--- src/rtl/core/assert_macros.svh ---
// Assertion macros shared by the mailbox queue RTL
`ifndef ASSERT_MACROS_SVH
`define ASSERT_MACROS_SVH

// Check a property on every rising edge of clk_i outside of reset
`define MMQ_ASSERT(name, prop, msg) \
  name: assert property (@(posedge clk_i) disable iff (!rst_ni) (prop)) else $error(msg);

// Check that a consequent holds whenever an antecedent holds
`define MMQ_ASSERT_IMPL(name, ante, cons, msg) \
  name: assert property (@(posedge clk_i) disable iff (!rst_ni) (ante) |-> (cons)) else $error(msg);

`endif

--- src/rtl/core/mmq_pkg.sv ---
// Types, sizes and codes of the mailbox queue table
package mmq_pkg;

  localparam int NUM_BOXES = 16;
  localparam int BOX_DEPTH = 64;

  localparam int BOX_W  = $clog2(NUM_BOXES);
  localparam int POS_W  = $clog2(BOX_DEPTH);
  localparam int CNT_W  = $clog2(BOX_DEPTH + 1);
  localparam int MSG_AW = BOX_W + POS_W;

  typedef logic [BOX_W-1:0] box_idx_t;

  typedef enum logic [1:0] {
    OP_ALLOC = 2'd0,
    OP_SEND  = 2'd1,
    OP_RECV  = 2'd2,
    OP_FREE  = 2'd3
  } op_e;

  typedef enum logic [2:0] {
    ST_OK        = 3'd0,
    ST_NOT_ALLOC = 3'd1,
    ST_NO_BOX    = 3'd2,
    ST_FULL      = 3'd3,
    ST_EMPTY     = 3'd4
  } status_e;

  // Per-box queue descriptor
  typedef struct packed {
    logic [POS_W-1:0] head;
    logic [CNT_W-1:0] fill;
    logic [CNT_W-1:0] limit;
  } desc_t;

  // In-use table update requests
  typedef struct packed {
    logic     set;
    logic     clr;
    box_idx_t clr_idx;
  } alloc_ctl_t;

  // Add two box indexes below NUM_BOXES, wrapping around the table
  function automatic box_idx_t box_wrap_add(box_idx_t a, box_idx_t b);
    logic [BOX_W:0] s;
    s = {1'b0, a} + {1'b0, b};
    if (s >= (BOX_W+1)'(NUM_BOXES)) begin
      s = s - (BOX_W+1)'(NUM_BOXES);
    end
    return s[BOX_W-1:0];
  endfunction

endpackage

--- src/rtl/core/mmq_alloc.sv ---
// In-use bits, round-robin search pointer and free-box search
module mmq_alloc (
  input  logic                clk_i,
  input  logic                rst_ni,
  input  mmq_pkg::alloc_ctl_t ctl_i,
  output logic [mmq_pkg::NUM_BOXES-1:0] in_use_o,
  output logic                found_o,
  output mmq_pkg::box_idx_t   pick_o
);
  import mmq_pkg::*;

  logic [NUM_BOXES-1:0] in_use_q, in_use_d;
  box_idx_t             sp_q, sp_d;
  logic [NUM_BOXES-1:0] free_rot;
  box_idx_t             base;
  box_idx_t             offset;

  // Rotate the free bits so that position zero is the box after the pointer
  always_comb begin
    base = box_wrap_add(sp_q, BOX_W'(1));
    for (int i = 0; i < NUM_BOXES; i++) begin
      free_rot[i] = !in_use_q[box_wrap_add(base, BOX_W'(i))];
    end
  end

  always_comb begin
    offset = '0;
    for (int i = NUM_BOXES - 1; i >= 0; i--) begin
      if (free_rot[i]) begin
        offset = BOX_W'(i);
      end
    end
  end

  assign found_o = |free_rot;
  assign pick_o  = box_wrap_add(base, offset);

  always_comb begin
    in_use_d = in_use_q;
    sp_d     = sp_q;
    if (ctl_i.clr) begin
      in_use_d[ctl_i.clr_idx] = 1'b0;
    end
    if (ctl_i.set) begin
      in_use_d[pick_o] = 1'b1;
      sp_d             = pick_o;
    end
  end

  always_ff @(posedge clk_i or negedge rst_ni) begin
    if (!rst_ni) begin
      in_use_q <= '0;
      sp_q     <= '0;
    end else begin
      in_use_q <= in_use_d;
      sp_q     <= sp_d;
    end
  end

  assign in_use_o = in_use_q;

endmodule

--- config.mk ---
export PLATFORM = sky130hd
export DESIGN_NAME = mmq_alloc
export DESIGN_NICKNAME = d
export VERILOG_FILES = /design/src/rtl/core/assert_macros.svh /design/src/rtl/core/mmq_pkg.sv /design/src/rtl/core/mmq_alloc.sv
export SDC_FILE = /design/constraint.sdc
export NUM_CORES = 1
export LEC_CHECK = 0
export BUFFER_PORTS_ARGS = -buffer_cell sky130_fd_sc_hd__clkbuf_2
export CORE_ASPECT_RATIO = 0.8
export CORE_MARGIN = 5
export CORE_UTILIZATION = 40
export CTS_BUF_LIST = sky130_fd_sc_hd__clkbuf_4 sky130_fd_sc_hd__clkbuf_8 sky130_fd_sc_hd__clkbuf_16
export CTS_CLUSTER_DIAMETER = 120
export DETAILED_ROUTE_END_ITERATION = 10
export PLACE_DENSITY = 0.55
export SETUP_SLACK_MARGIN = 0.05
export SLEW_MARGIN = 20
export SYNTH_ARGS = -nofsm -noshare
export SYNTH_HDL_FRONTEND = slang
export SYNTH_SLANG_ARGS = --single-unit
--- constraint.sdc ---
create_clock -name clk_i -period 9.8 [get_ports clk_i]
set_input_delay 0.98 -clock clk_i [delete_from_list [all_inputs] [get_ports clk_i]]
set_output_delay 0.98 -clock clk_i [all_outputs]
set_load 0.01 [all_outputs]
==> reports/results.ini <==
[critical_path]
endpoint_kind = primary output
path_delay_family = compound AO/OA/AOI/OAI gates
max_stage_delay_ps = 640
crit_type = flop to primary output
crit_fanout = 24
crit_required_ps = 8820
reg2reg_setup_slack_ps = 4100
worst-path-buf-inv = 5
reg2reg_to = in_use_o[9]
critPathLaunchType = flop
crit_slowest_cell = dfrtp_1
reg2regPathDepth = 19
crit_arrival_ps = 5760
rr_startpoint = sp_q[0]
path_cells = inv_2 > ha_1 > buf_4 > clkinv_1 > a31oi_1 > o211ai_1 > xnor2_1 > mux4_2 > a311o_1 > a31oi_1 > o21ai_0 > and2_1 > ha_1 > a21o_1 > a21oi_1 > xnor2_1 > xor2_4 > inv_6 > clkbuf_2

[hold_path]
min_path_cells = 2
hold_path_end = in_use_o[11]
hold_start = in_use_o[11]
hold_path.class = flop to flop

[drt]
wl_met1_um = 3280
drc = 0
wl_met3_um = 436
vias_per_cell = 5.68
first_pass_iters = 4
wl_um = 6300
dr.max_layer_used = met4
drt_iter0_drc = 181
vias = 2021
routedWlPerCell_um = 17.7
ant_nets = 0
met2_length_um = 2560

[yosys]
synthArstFlopShare_pct = 100
synth_enable_flop_cells = 0
yosysMostFrequentCell = mux2i_1
synth.ff_latch_count = 20
synth_cell_types = 57
ys_seq_area_share_pct = 21.3
syn_area_um2 = 2340
syn_avg_cell_area_um2 = 9.30
synthTopCellsByCount = 45 x mux2i_1, 26 x nand2_1, 21 x o21ai_0
synth_top_area_share_pct = 21.3
synth_area_leaders = dfrtp_1 21%, mux2i_1 19%, o21ai_0 4.5%
synth_cells = 252
synth.largest_area_cell = dfrtp_1
yosys_warnings = 0
syn_nets = 266
synth-main-ff-cell = dfrtp_1

[sta]
setup_viol = 0
finalSetupTns_ps = 0
drv_slew = 0
post-route-period-util_pct = 68.8
max_freq_mhz = 148
skew_ps = 1.83
worst_pin_slew_ps = 592
fin_crit_ps = 6740
final_hold_viol_count = 0
rsz0062_at_grt = no
maxSlewHeadroom_pct = 60.6

[clock_network]
htree_levels = 1
cts_tree = yes
cts.repair.resized = 0
cts_hold_buf = 0
numCtsBuffers = 3
post_cts_buffers = 0
cts-root-buf = clkbuf_8
path_clk_slew_ps = 70
clock_latency_ps = 260
cts_sinks = 20
cts_buffer_depth = 2

[floorplan]
initial_core_util_pct = 40.5
die_x_um = 95.6
rows = 25
fp.dieH_um = 78.5
die_area_um2 = 7500
io-pin-count = 29
core_um2 = 5790

[placed_design]
dpl.hpwl_um = 5170
port_buffers = 28
place_congestion = 0.926

[flow_run]
cap_violations = 0

[cells_and_area]
drive_gt1_share_pct = 26.5
area_growth_syn_to_layout_pct = 10.2
antennaDiodeCount = 0
layout.nets = 290

[global_routing]
grt_first_pass_wirelength_um = 10100
track_usage_pct = 17.4
grt_pass1_vias = 1833
grt-ovfl-total = 0
antenna_found_initial = 0
grt_max_degree = 25

[outcome]
status = finished, final reports clean

==> through the flow <==
stage | hold WS (ps) | util (%) | setup WS (ps) | cell area (µm²) | std cells
floorplan | 585 | - | 4290 | 2340 | 252
global placement | 579 | 43.4 | 3510 | 2510 | 352
detailed placement | 580 | 43.4 | 3440 | 2510 | 352
CTS | 600 | 44.6 | 3110 | 2580 | 356
global route | 624 | 44.6 | 2670 | 2580 | 356
finish | 601 | 44.6 | 3060 | 2580 | 356
==> layer usage <==
layer  up-vias  GRT usage [%]
li1        974              -
met1       983           28.4
met4         0           1.28
met5         -              0
met3         2           3.93
met2        62           23.6
==> registers in the layout (all words and copies together) (netlist names) <==
name,flops
in_use_o,16
sp_q,4
==> cell usage in the layout (no fill, tap or decap), types with 2 or more instances in the layout <==
cell / count
nor3b_1: 2
a21boi_0: 5
o21ai_1: 8
nor3_1: 3
dfrtp_1: 20
a21bo_2: 5
mux4_2: 4
nand2b_1: 5
nor2_1: 6
a31oi_1: 3
or3_1: 3
a22oi_1: 2
ha_1: 5
inv_1: 4
clkbuf_2: 28
mux2_2: 6
nand3_2: 2
xnor2_1: 7
and2_1: 2
mux2i_1: 45
nand2_1: 26
a21oi_1: 2
o21ai_2: 8
o21ai_0: 21
a21o_1: 3
inv_2: 3
nor2b_1: 6
clkbuf_8: 3
nand3_1: 6
nand3b_1: 3
xnor2_2: 4
==> worst reg2reg max path: stages, from the launching register on <==
cell	delay [ps]
dfrtp_1	640
inv_2	340
ha_1	540
buf_4	350
mux2i_1	330
nand2_1	100
a21boi_0	180
mux4_2	530
nand3b_1	170
a21boi_0	160
o21ai_0	110
a31o_2	240
a31oi_1	170
ha_1	180
inv_1	50
fa_1	370
xor2_1	350
inv_1	190
or3_1	450
o21ai_1	160
==> logic make-up after synthesis <==
| group | synth area share (%) |
|---|---|
| buffers and inverters | 5.12 |
| muxes | 26.4 |
| and+or+nand+nor | 16.9 |
| adders and majority gates | 3.52 |
| DFF | 21.3 |
| xor gates and xnor gates | 6.94 |
| AOI/OAI and AO/OA | 19.7 |
==> how the worst max path moves through the flow <==
stage	start	endpoint	slack (ps)	depth (start not counted)
finish	sp_q[0]	pick_o[3]	3060	19
detailed placement	sp_q[0]	pick_o[3]	3440	19
CTS	sp_q[0]	pick_o[3]	3110	19
global placement	sp_q[0]	pick_o[3]	3510	19
floorplan	sp_q[0]	pick_o[3]	4290	21
global route	sp_q[0]	pick_o[3]	2670	19
==> layout make-up <==
| class | instances | area [µm²] |
|---|---|---|
| Fill cell | 562 | 3200 |
| Timing Repair Buffer | 29 | 148 |
| Tap cell | 81 | 101 |
| Inverter | 9 | 38.8 |
| Clock buffer | 3 | 41.3 |
| Sequential cell | 20 | 500 |
| Multi-Input combinational cell | 213 | 1720 |
| Clock inverter | 1 | 30.0 |
Power is left out: the tool's default activity adds up to more than one toggle a clock period on the data nets, which glitch-free logic cannot reach.
