### src/rtl/core/assert_macros.svh
// Assertion macros shared by the mailbox queue RTL
`ifndef ASSERT_MACROS_SVH
`define ASSERT_MACROS_SVH

// Check a property on every rising edge of clk_i outside of reset
`define MMQ_ASSERT(name, prop, msg) \
  name: assert property (@(posedge clk_i) disable iff (!rst_ni) (prop)) else $error(msg);

// Check that a consequent holds whenever an antecedent holds
`define MMQ_ASSERT_IMPL(name, ante, cons, msg) \
  name: assert property (@(posedge clk_i) disable iff (!rst_ni) (ante) |-> (cons)) else $error(msg);

`endif

### src/rtl/core/mmq_ram.sv
// Generic single-write, single-read synchronous RAM with registered read data
module mmq_ram #(
  parameter int DATA_W = 32,
  parameter int ADDR_W = 4
) (
  input  logic              clk_i,
  input  logic              we_i,
  input  logic [ADDR_W-1:0] waddr_i,
  input  logic [DATA_W-1:0] wdata_i,
  input  logic              re_i,
  input  logic [ADDR_W-1:0] raddr_i,
  output logic [DATA_W-1:0] rdata_o
);

  logic [DATA_W-1:0] mem [2**ADDR_W];
  logic [DATA_W-1:0] rdata_q;

  always_ff @(posedge clk_i) begin
    if (we_i) begin
      mem[waddr_i] <= wdata_i;
    end
    if (re_i) begin
      rdata_q <= mem[raddr_i];
    end
  end

  assign rdata_o = rdata_q;

endmodule

### config.mk
export PLATFORM = sky130hd
export DESIGN_NAME = mmq_ram
export DESIGN_NICKNAME = d
export VERILOG_FILES = /design/src/rtl/core/assert_macros.svh /design/src/rtl/core/mmq_ram.sv
export SDC_FILE = /design/constraint.sdc
export NUM_CORES = 1
export LEC_CHECK = 0
export BUFFER_PORTS_ARGS = -buffer_cell sky130_fd_sc_hd__buf_4
export CORE_MARGIN = 3
export CORE_UTILIZATION = 30
export CTS_CLUSTER_SIZE = 10
export DETAILED_ROUTE_END_ITERATION = 8
export HOLD_SLACK_MARGIN = 0.1
export PLACE_DENSITY_LB_ADDON = 0.25
export SETUP_SLACK_MARGIN = 0.4
export SYNTH_ARGS = -nofsm -noshare
export SYNTH_HDL_FRONTEND = slang
export SYNTH_SLANG_ARGS = --single-unit
### constraint.sdc
create_clock -name clk_i -period 6.4 [get_ports clk_i]
set_input_delay 1.28 -clock clk_i [delete_from_list [all_inputs] [get_ports clk_i]]
set_output_delay 1.28 -clock clk_i [all_outputs]
set_load 0.05 [all_outputs]
==> results of run 1 <==
## tightest hold or removal path, stage by stage, from the launching register on
cell	delay, ns
edfxtp_1	0.31
mux4_2	0.22
a22oi_1	0.05
nand2_1	0.05
## final timing paths
kind,from,endpoint,cells past startpoint
max reg2reg,mem[8][11]$_DFFE_PP_,rdata_o[11]$_DFFE_PP_,3
min,mem[14][29]$_DFFE_PP_,rdata_o[29]$_DFFE_PP_,3
min reg2reg,mem[14][29]$_DFFE_PP_,rdata_o[29]$_DFFE_PP_,3
max,raddr_i[0],rdata_o[19]$_DFFE_PP_,5
## cell usage in the layout, fill, tap and decap left out
cell and n:
clkinv_1 1, and2_2 1, inv_6 2, nor2_4 13
nand3b_1 2, clkbuf_8 1, nand2b_1 2, buf_4 97
edfxtp_1 544, nor3_2 4, or3b_2 1, mux4_2 128
clkbuf_1 4, buf_12 1, diode_2 2, nor2b_4 2
clkbuf_16 61, a22oi_1 64, nand3_1 1, nand2_1 33
## cell type report
cell class,count,area (um^2),area share (%)
clock inverter,3,21.3,0.0905
antenna,2,5.00,0.0213
timing repair buffer,99,762,3.24
clock buffer,65,1540,6.56
multi-input combinational,251,3750,16.0
tap,864,1080,4.60
sequential,544,16300,69.5
## logic make-up (layout without fill, tap and decap cells)
| family | after synthesis | count (layout) | share of synthesized area, % |
|---|---|---|---|
| flip-flops | 544 | 544 | 81.0 |
| multiplexers | 128 | 128 | 14.3 |
| AO/OA/AOI/OAI | 64 | 64 | 2.38 |
| AND/OR/NAND/NOR | 59 | 59 | 1.25 |
| buffers and inverters | 43 | 167 | 1.10 |
| other | 0 | 2 | 0 |
## synth_stat cells (all sizes together)
| cell | number | share of area (%) |
|---|---|---|
| mux4 | 128 | 14 |
| and2 | 1 | 0.031 |
| or3b | 1 | 0.043 |
| nor3 | 4 | 0.099 |
| nand3 | 1 | 0.025 |
| edfxtp | 544 | 81 |
| nor2b | 2 | 0.062 |
| nand3b | 2 | 0.074 |
| buf | 26 | 0.79 |
| nand2b | 2 | 0.062 |
| nand2 | 33 | 0.61 |
| a22oi | 64 | 2.4 |
| nor2 | 13 | 0.24 |
| clkbuf | 17 | 0.32 |
## stage by stage
step           hold WS [ns]  utilization, %  cell area (um^2)
3_5_place_dp          0.732            33.1             21900
6_report              0.737            35.5             23500
3_3_place_gp          0.725            33.1             21900
2_1_floorplan         0.710               -             20200
4_1_cts               0.745            35.5             23500
5_1_grt               0.761            35.5             23500
## layer usage
layer	vias to the layer above	share of wire, %	GRT usage, %
li1	3804	-	-
met1	4996	46	19.2
met2	227	47	21.1
met3	66	5.5	3.02
met4	0	1.8	3.22
met5	-	0	0
## sequential cells by signal, summed over array words and instances (netlist names)
register  flops
mem         512
rdata_o      32
## power groups by stage
| stage | registers [W] | clock network [W] | logic (W) |
|---|---|---|---|
| floorplan | 0.00417 | 0 | 0.000192 |
| global placement | 0.00411 | 0 | 0.000423 |
| detailed placement | 0.00412 | 0 | 0.000428 |
| CTS | 0.00404 | 0.00300 | 0.000428 |
| global route | 0.00405 | 0.00313 | 0.000451 |
| finish | 0.00404 | 0.00291 | 0.000417 |
==> results_dict.tcl, run 1 <==
set metrics [dict create \
    cp_data_arrival_time_ns 3.37 \
    hold_viol 0 \
    clk_pin_slew_ns 0.05 \
    wl_um 47100 \
    antenna_left 0 \
    post-place-ws_ns 2.67 \
    clockBufferDepth 3 \
    status "finished, final reports clean" \
    reg2reg_slack_ns 4.95 \
    p_sw_share_pct 20.8 \
    syn_nets 881 \
    area_growth_pct 16.5 \
    seq_area_frac_synth_pct 81.0 \
    worstPathBufferInverterCount 2 \
    yosysWarnings 0 \
    slowest_stage "clkbuf_8" \
    drt-wirelength-per-cell_um 25.8 \
    dieHeight_um 265 \
    combPwrFrac_pct 5.7 \
    slew_headroom_pct 39.2 \
    post_drt_via_cell_ratio 4.97 \
    cts_root_buf "clkbuf_16" \
    std_cell_rows 94 \
    cts_buffers 60 \
    fin_skew_ns 0.0136 \
    clock_sinks 544 \
    syn_avg_cell_area_um2 24.1 \
    final_nets 999 \
    cts_tree "built" \
    first_iter_violations 859 \
    grt_pass1_wl_um 68400 \
    rsz0062_at_grt "no" \
    fin_total_pwr_w 0.00737 \
    timing.fmax_mhz 330 \
    maxCapViolCount 0 \
    hpwl_um 22200 \
    grt_max_degree 89 \
    setup_viol_count_final 0 \
    htreeDepth 2 \
    critPathKind "in -> reg" \
    clkLatencyLatePin_ns 0.61 \
    p_switching_w 0.00153 \
    slew_violations 0 \
    start_kind "primary input" \
    worstMarginPinSlew_ns 0.912 \
    port-buffer-count 74 \
    max_stage_delay_ns 0.68 \
    die_w_um 265 \
    period_share_pct 47.3 \
    synth_area_um2 20200 \
    dp_cells 1758 \
    hp-class "reg -> reg" \
    crit_chain "clkbuf_8 > buf_4 > mux4_2 > a22oi_1 > nand2_1" \
    p_leak_nw 7.34 \
    ctsHoldBuffers 0 \
    seq_power_share_pct 54.8 \
    critPathTopFamily "buffers and inverters" \
    layout_setup_ws_ns 3.37 \
    nFillCells 6047 \
    power.internal_w 0.00584 \
    drt_first_pass_iters 4 \
    synth.distinct_cells 17 \
    grt_overflow_total 0 \
    cp-end-kind "flop" \
    io_pins 75 \
    fin_tns_setup_ns 0 \
    coreArea_um2 66200 \
    post_cts_resized 0 \
    vdd_drop_max_mv 0.222 \
    num_vias 9093 \
    antenna_found_initial 2 \
    cts_setup_buffers 0 \
    fin_crit_ns 3.03 \
    p_per_area_nw_per_um2 314 \
    drc 0 \
    drive_above_1_share_pct 32.3 \
    grt_pass1_vias 9828 \
    worstPathRequired_ns 6.74 \
    grtUsageTotal_pct 13.4 \
    routabilityCongestion 0.673 \
    fin_cells 1828 \
    worstPathMaxFanout 68 \
    start_util_pct 30.5 \
    die_area_um2 70400 \
    power_frac_clock_pct 39.5 \
    synthCells 838 \
    ys_ff_latch 544 \
]
No activity file was read; power rests on OpenSTA's default activity.
==> run 2: changes to the inputs <==
==> constraint.sdc (replaced) <==
create_clock -name clk_i -period 3.08 [get_ports clk_i]
set_input_delay 0.616 -clock clk_i [delete_from_list [all_inputs] [get_ports clk_i]]
set_output_delay 0.616 -clock clk_i [all_outputs]
set_load 0.05 [all_outputs]
==> run 2 against run 1 <==
Combinational power increased by 120%. Via count grew 0.75%. Flip-flop and latch count unchanged. Global-route usage increased by 0.14 points. Cell count increased by 0.82%. Clock-buffer cell count grew 4. Clock skew rose by 0.0090 ns. Routed wire length increased by 1.1%. Register-to-register slack worse by 3.3 ns. Sequential power grew 110%. Die area stayed put. Non-clock buffer count up 9. Largest cell class unchanged. Highest routed layer unchanged.
==> results_dict.tcl, run 2 (synthesis results as in run 1) <==
set metrics [dict create \
    port-buffer-count 74 \
    clockBufferDepth 3 \
    p_sw_share_pct 20.8 \
    drt-wirelength-per-cell_um 25.8 \
    cp-end-kind "output port" \
    post_cts_resized 0 \
    finalInstanceArea_um2 23900 \
    p_switching_w 0.00324 \
    seq_area_um2 16300 \
    grt_max_degree 65 \
    grt_pass1_wl_um 69300 \
    nFillCells 5984 \
    post_drt_via_cell_ratio 4.97 \
    largest-register "mem" \
    clock_sinks 544 \
    layout_common_cells "544 x edfxtp_1, 128 x mux4_2, 85 x buf_4, 64 x a22oi_1, 63 x clkbuf_16" \
    final_nets 1009 \
    place_area_um2 22300 \
    num_vias 9161 \
    worstPathMaxFanout 1 \
    grtUsageTotal_pct 13.6 \
    cts_tree "built" \
    slew_headroom_pct 51.0 \
    grt_use_met1_pct 19.0 \
    fin_crit_ns 1.96 \
    post-route-util_pct 36.2 \
    critPathKind "reg -> out" \
    start_util_pct 30.5 \
    grt.busiest_layer "met2" \
    fin_cells 1843 \
    worstPathRequired_ns 2.46 \
    die_w_um 265 \
    hold_ws_ns 0.300 \
    critPathTopFamily "flip-flops" \
    power_frac_clock_pct 40.4 \
    max_stage_delay_ns 0.49 \
    worstMarginPinSlew_ns 0.735 \
    p_per_area_nw_per_um2 652 \
    htreeDepth 2 \
    wl_um 47600 \
    rsz0062_at_grt "no" \
    vdd_drop_max_mv 0.423 \
    std_cell_rows 94 \
    worstPathBufferInverterCount 1 \
    grt_pass1_vias 9891 \
    slowest_stage "edfxtp_1" \
    cts_buffers 61 \
    grt_use_met3_pct 3.20 \
    clkLatencyLatePin_ns 0.61 \
    drt_first_pass_iters 5 \
    cts_root_buf "clkbuf_16" \
    drive_above_1_share_pct 33.0 \
    cp_data_arrival_time_ns 1.34 \
    dp_cells 1767 \
    final_common_cell "edfxtp_1" \
    timing.fmax_mhz 510 \
    ctsHoldBuffers 0 \
    grtUsageMet2_pct 21.7 \
    cts_setup_buffers 0 \
    first_iter_violations 794 \
    dieHeight_um 265 \
    grt_overflow_total 0 \
    period_share_pct 63.6 \
    routabilityCongestion 0.663 \
    clk_pin_slew_ns 0.05 \
    drc 0 \
    largest_reg_flops 512 \
    antenna_found_initial 2 \
    combPwrFrac_pct 5.8 \
    maxCapViolCount 0 \
    io_pins 75 \
    power.internal_w 0.0124 \
    hold_viol 0 \
    seq_power_share_pct 53.8 \
    antenna_left 0 \
    setup_viol_count_final 0 \
    p_leak_nw 7.50 \
    coreArea_um2 66200 \
    start_kind "flop" \
    crit_chain "buf_4" \
    die_area_um2 70400 \
    status "finished, final reports clean" \
    hpwl_um 22800 \
    fin_tns_setup_ns 0 \
    area_growth_pct 18.7 \
    slew_violations 0 \
    hp-class "in -> reg" \
    multiInputGateArea_um2 3770 \
    fin_skew_ns 0.0227 \
]
==> run 2: layout make-up <==
cell class                      count  area share (%)
Clock inverter                      5           0.209
Multi-Input combinational cell    251            15.8
Tap cell                          864            4.52
Antenna cell                        2          0.0209
Clock buffer                       69            6.68
Timing Repair Buffer              108            4.56
Sequential cell                   544            68.2
==> run 2: metal layers <==
metal / share of wire [%] / vias to the layer above
li1: - / 3838
met1: 45 / 5019
met2: 48 / 237
met3: 5.4 / 67
met4: 1.6 / 0
met5: 0 / -
==> run 2: through the flow <==
stage	power [W]	setup slack, ns
final	0.0156	1.12
after global routing	0.0162	1.05
after CTS	0.0158	1.07
after detailed placement	0.00948	0.597
after global placement	0.00946	0.609
after floorplan	0.00906	0.136
==> run 2: power by group through the flow <==
stage                     sequential, W  clock, W  combinational, W
after floorplan                 0.00866         0          0.000399
after global placement          0.00855         0          0.000917
after detailed placement        0.00855         0          0.000928
after CTS                       0.00840   0.00650          0.000928
after global routing            0.00841   0.00677          0.000976
final                           0.00840   0.00630          0.000907
==> run 2: final timing paths <==
kind,startpoint,depth (start not counted),slack (ns),endpoint
max,rdata_o[19]$_DFFE_PP_,1,1.12,rdata_o[19]
min,wdata_i[14],1,0.30,mem[9][14]$_DFFE_PP_
max reg2reg,mem[3][13]$_DFFE_PP_,3,1.62,rdata_o[13]$_DFFE_PP_
min reg2reg,mem[14][27]$_DFFE_PP_,3,0.74,rdata_o[27]$_DFFE_PP_
==> run 3: changes to the inputs <==
--- a/config.mk
+++ b/config.mk
@@ -5,6 +5,7 @@
 export SDC_FILE = /design/constraint.sdc
 export NUM_CORES = 1
 export LEC_CHECK = 0
+export ABC_AREA = 1
 export BUFFER_PORTS_ARGS = -buffer_cell sky130_fd_sc_hd__buf_4
 export CORE_MARGIN = 3
 export CORE_UTILIZATION = 30
==> constraint.sdc (replaced) <==
create_clock -name clk_i -period 1.8 [get_ports clk_i]
set_input_delay 0.36 -clock clk_i [delete_from_list [all_inputs] [get_ports clk_i]]
set_output_delay 0.36 -clock clk_i [all_outputs]
set_load 0.05 [all_outputs]
==> run 3 against run 2 <==
Die area grew 14%. Global-route usage grew 1.0 points. Clock-buffer cell count shrank 3. Worst setup slack lost 0.97 ns.
==> results_dict.tcl, run 3 <==
set metrics [dict create \
    wl_um 58400 \
    clock_sinks 544 \
    critPathTopFamily "flip-flops" \
    p_sw_share_pct 22.2 \
    synth_area_um2 23100 \
    status "finished, final reports clean" \
    grt_max_degree 87 \
    seq_area_frac_synth_pct 70.9 \
    hold_ws_ns 0.206 \
    yosysTopAreaCellShare_pct 70.9 \
    grt_overflow_total 0 \
    worstPathMaxFanout 1 \
    crit_cells 1 \
    clk_pin_slew_ns 0.06 \
    clockBufferDepth 3 \
    whs_path_depth 1 \
    power.internal_w 0.0212 \
    hpwl_um 32600 \
    die_area_um2 80200 \
    ys_ff_latch 544 \
    worstPathBufferInverterCount 1 \
    p_switching_w 0.00605 \
    crit_chain "buf_6" \
    slew_violations 0 \
    die_w_um 283 \
    final_nets 2297 \
    layout_common_cells "672 x nand2_1, 544 x edfxtp_1, 384 x inv_1, 384 x nand3_1, 64 x buf_4" \
    fin_crit_ns 1.65 \
    setup_viol_count_final 0 \
    synthTopCellsByCount "677 x nand2_1, 544 x edfxtp_1, 388 x inv_1" \
    p_leak_nw 11.4 \
    rr_worst_depth 6 \
    drt-wirelength-per-cell_um 17.7 \
    combPwrFrac_pct 7.7 \
    cts_tree "built" \
    std_cell_rows 101 \
    drc 0 \
    coreArea_um2 76100 \
    first_iter_violations 982 \
    cts_buffers 61 \
    yosysWarnings 0 \
    startpoint "rdata_o[11]$_DFFE_PP_" \
    num_vias 14700 \
    yosys-top-cells-area "edfxtp_1 71%, nand2_1 11%, nand3_1 8.4%" \
    synth_most_common_cell "nand2_1" \
    dieHeight_um 283 \
    antenna_found_initial 1 \
    maxCapViolCount 0 \
    routabilityCongestion 0.774 \
    syn_nets 2163 \
    synth.distinct_cells 14 \
    drt_first_pass_iters 5 \
    p_per_area_nw_per_um2 989 \
    clkLatencyLatePin_ns 0.61 \
    post_drt_via_cell_ratio 4.46 \
    cts_root_buf "clkbuf_16" \
    cp-end-kind "output port" \
    fin_tns_setup_ns 0 \
    start_kind "flop" \
    drive_above_1_share_pct 10.6 \
    worstPathRequired_ns 1.44 \
    start_util_pct 30.3 \
    io_pins 75 \
    grt_pass1_wl_um 89700 \
    htreeDepth 2 \
    timing.fmax_mhz 607 \
    period_share_pct 91.5 \
    vdd_drop_max_mv 0.777 \
    area_growth_pct 19.6 \
    power_frac_clock_pct 39.6 \
    synth_top_area_cell "edfxtp_1" \
    cp_data_arrival_time_ns 1.29 \
    grt_pass1_vias 14500 \
    synthCells 2120 \
    rsz0062_at_grt "yes" \
    largest_reg_flops 512 \
    slowest_stage "edfxtp_1" \
    rr_startpoint "mem[1][27]$_DFFE_PP_" \
    critPathKind "reg -> out" \
    hp-class "in -> reg" \
    seq_power_share_pct 52.7 \
    grtUsageTotal_pct 14.6 \
    worstMarginPinSlew_ns 0.441 \
    synthFlopType "edfxtp_1" \
    hold_viol 0 \
    final_common_cell "nand2_1" \
    syn_avg_cell_area_um2 10.9 \
    slew_headroom_pct 70.6 \
    async_flop_share_pct 0 \
    antenna_left 0 \
    max_stage_delay_ns 0.48 \
    synth-edff-count 544 \
    holdCritStartpoint "re_i" \
    largest-register "mem" \
    fin_skew_ns 0.0150 \
    port-buffer-count 74 \
]
==> run 3: cell count changes in the layout (fill, tap and decap cells not counted), sizes merged, moves of 3 or more <==
cell	change
mux4	-128
a22oi	-64
buf	+36
clkbuf	-3
nand2	+644
nor2	+4
nand3	+384
dlygate4sd3	+32
inv	+389
nor3	-4
==> run 3: stage by stage <==
| stage | utilization [%] | area [um^2] | setup WS (ns) | cells | total power [W] |
|---|---|---|---|---|---|
| final | 36.2 | 27600 | 0.153 | 3293 | 0.0273 |
| after global routing | 36.2 | 27600 | 0.108 | 3292 | 0.0283 |
| after CTS | 36.2 | 27600 | 0.105 | 3292 | 0.0276 |
| after detailed placement | 33.5 | 25500 | 0.101 | 3189 | 0.0167 |
| after global placement | 33.5 | 25500 | 0.102 | 3189 | 0.0166 |
| after floorplan | - | 23200 | 0.103 | 2120 | 0.0158 |
==> run 3: metal layers <==
layer / GRT usage, % / part of all wire (%) / routed length [um] / up-vias
met5: 0 / 0 / 0 / -
met4: 3.71 / 1.9 / 1120 / 0
met3: 2.27 / 4.9 / 2840 / 80
met2: 24.2 / 47 / 27700 / 370
met1: 20.0 / 46 / 26800 / 7132
li1: - / - / - / 7113
==> run 3: path summary, 6_finish.rpt <==
kind / end / slack, ns
worst max-delay path: rdata_o[11] / 0.15
worst min-delay path: rdata_o[29]$_DFFE_PP_ / 0.21
worst max register to register: rdata_o[27]$_DFFE_PP_ / 0.65
worst min register to register: rdata_o[30]$_DFFE_PP_ / 0.73
==> run 3: area by class of cell <==
cell class | count | area (um^2)
Antenna cell | 1 | 2.50
Clock buffer | 66 | 1550
Clock inverter | 5 | 82.6
Fill cell | 7477 | 48500
Inverter | 390 | 1480
Multi-Input combinational cell | 1081 | 4720
Sequential cell | 544 | 16300
Tap cell | 1030 | 1290
Timing Repair Buffer | 176 | 2120
==> run 3: cells by family (layout without fill, tap and decap cells) <==
group,count (synthesis),count (layout),synth area share (%)
other,0,1,0
flip-flops,544,544,70.9
AND/OR/NAND/NOR,1081,1081,19.7
buffers and inverters,495,637,9.41
==> run 3: repair_timing <==
item | in CTS | in global routing
pin swaps | 0 | 0
endpoints found under the setup margin | 32 | 32
gates resized for setup | 32 | 0
buffers inserted | 0 | 0
hold endpoints to repair | 512 | 0
hold buffers | 32 | 0
==> run 3: power by group through the flow <==
stage | clock network [W] | logic [W] | registers (W)
floorplan | 0 | 0.000996 | 0.0148
global placement | 0 | 0.00202 | 0.0146
detailed placement | 0 | 0.00204 | 0.0146
CTS | 0.0111 | 0.00214 | 0.0144
global route | 0.0116 | 0.00233 | 0.0144
finish | 0.0108 | 0.00211 | 0.0144
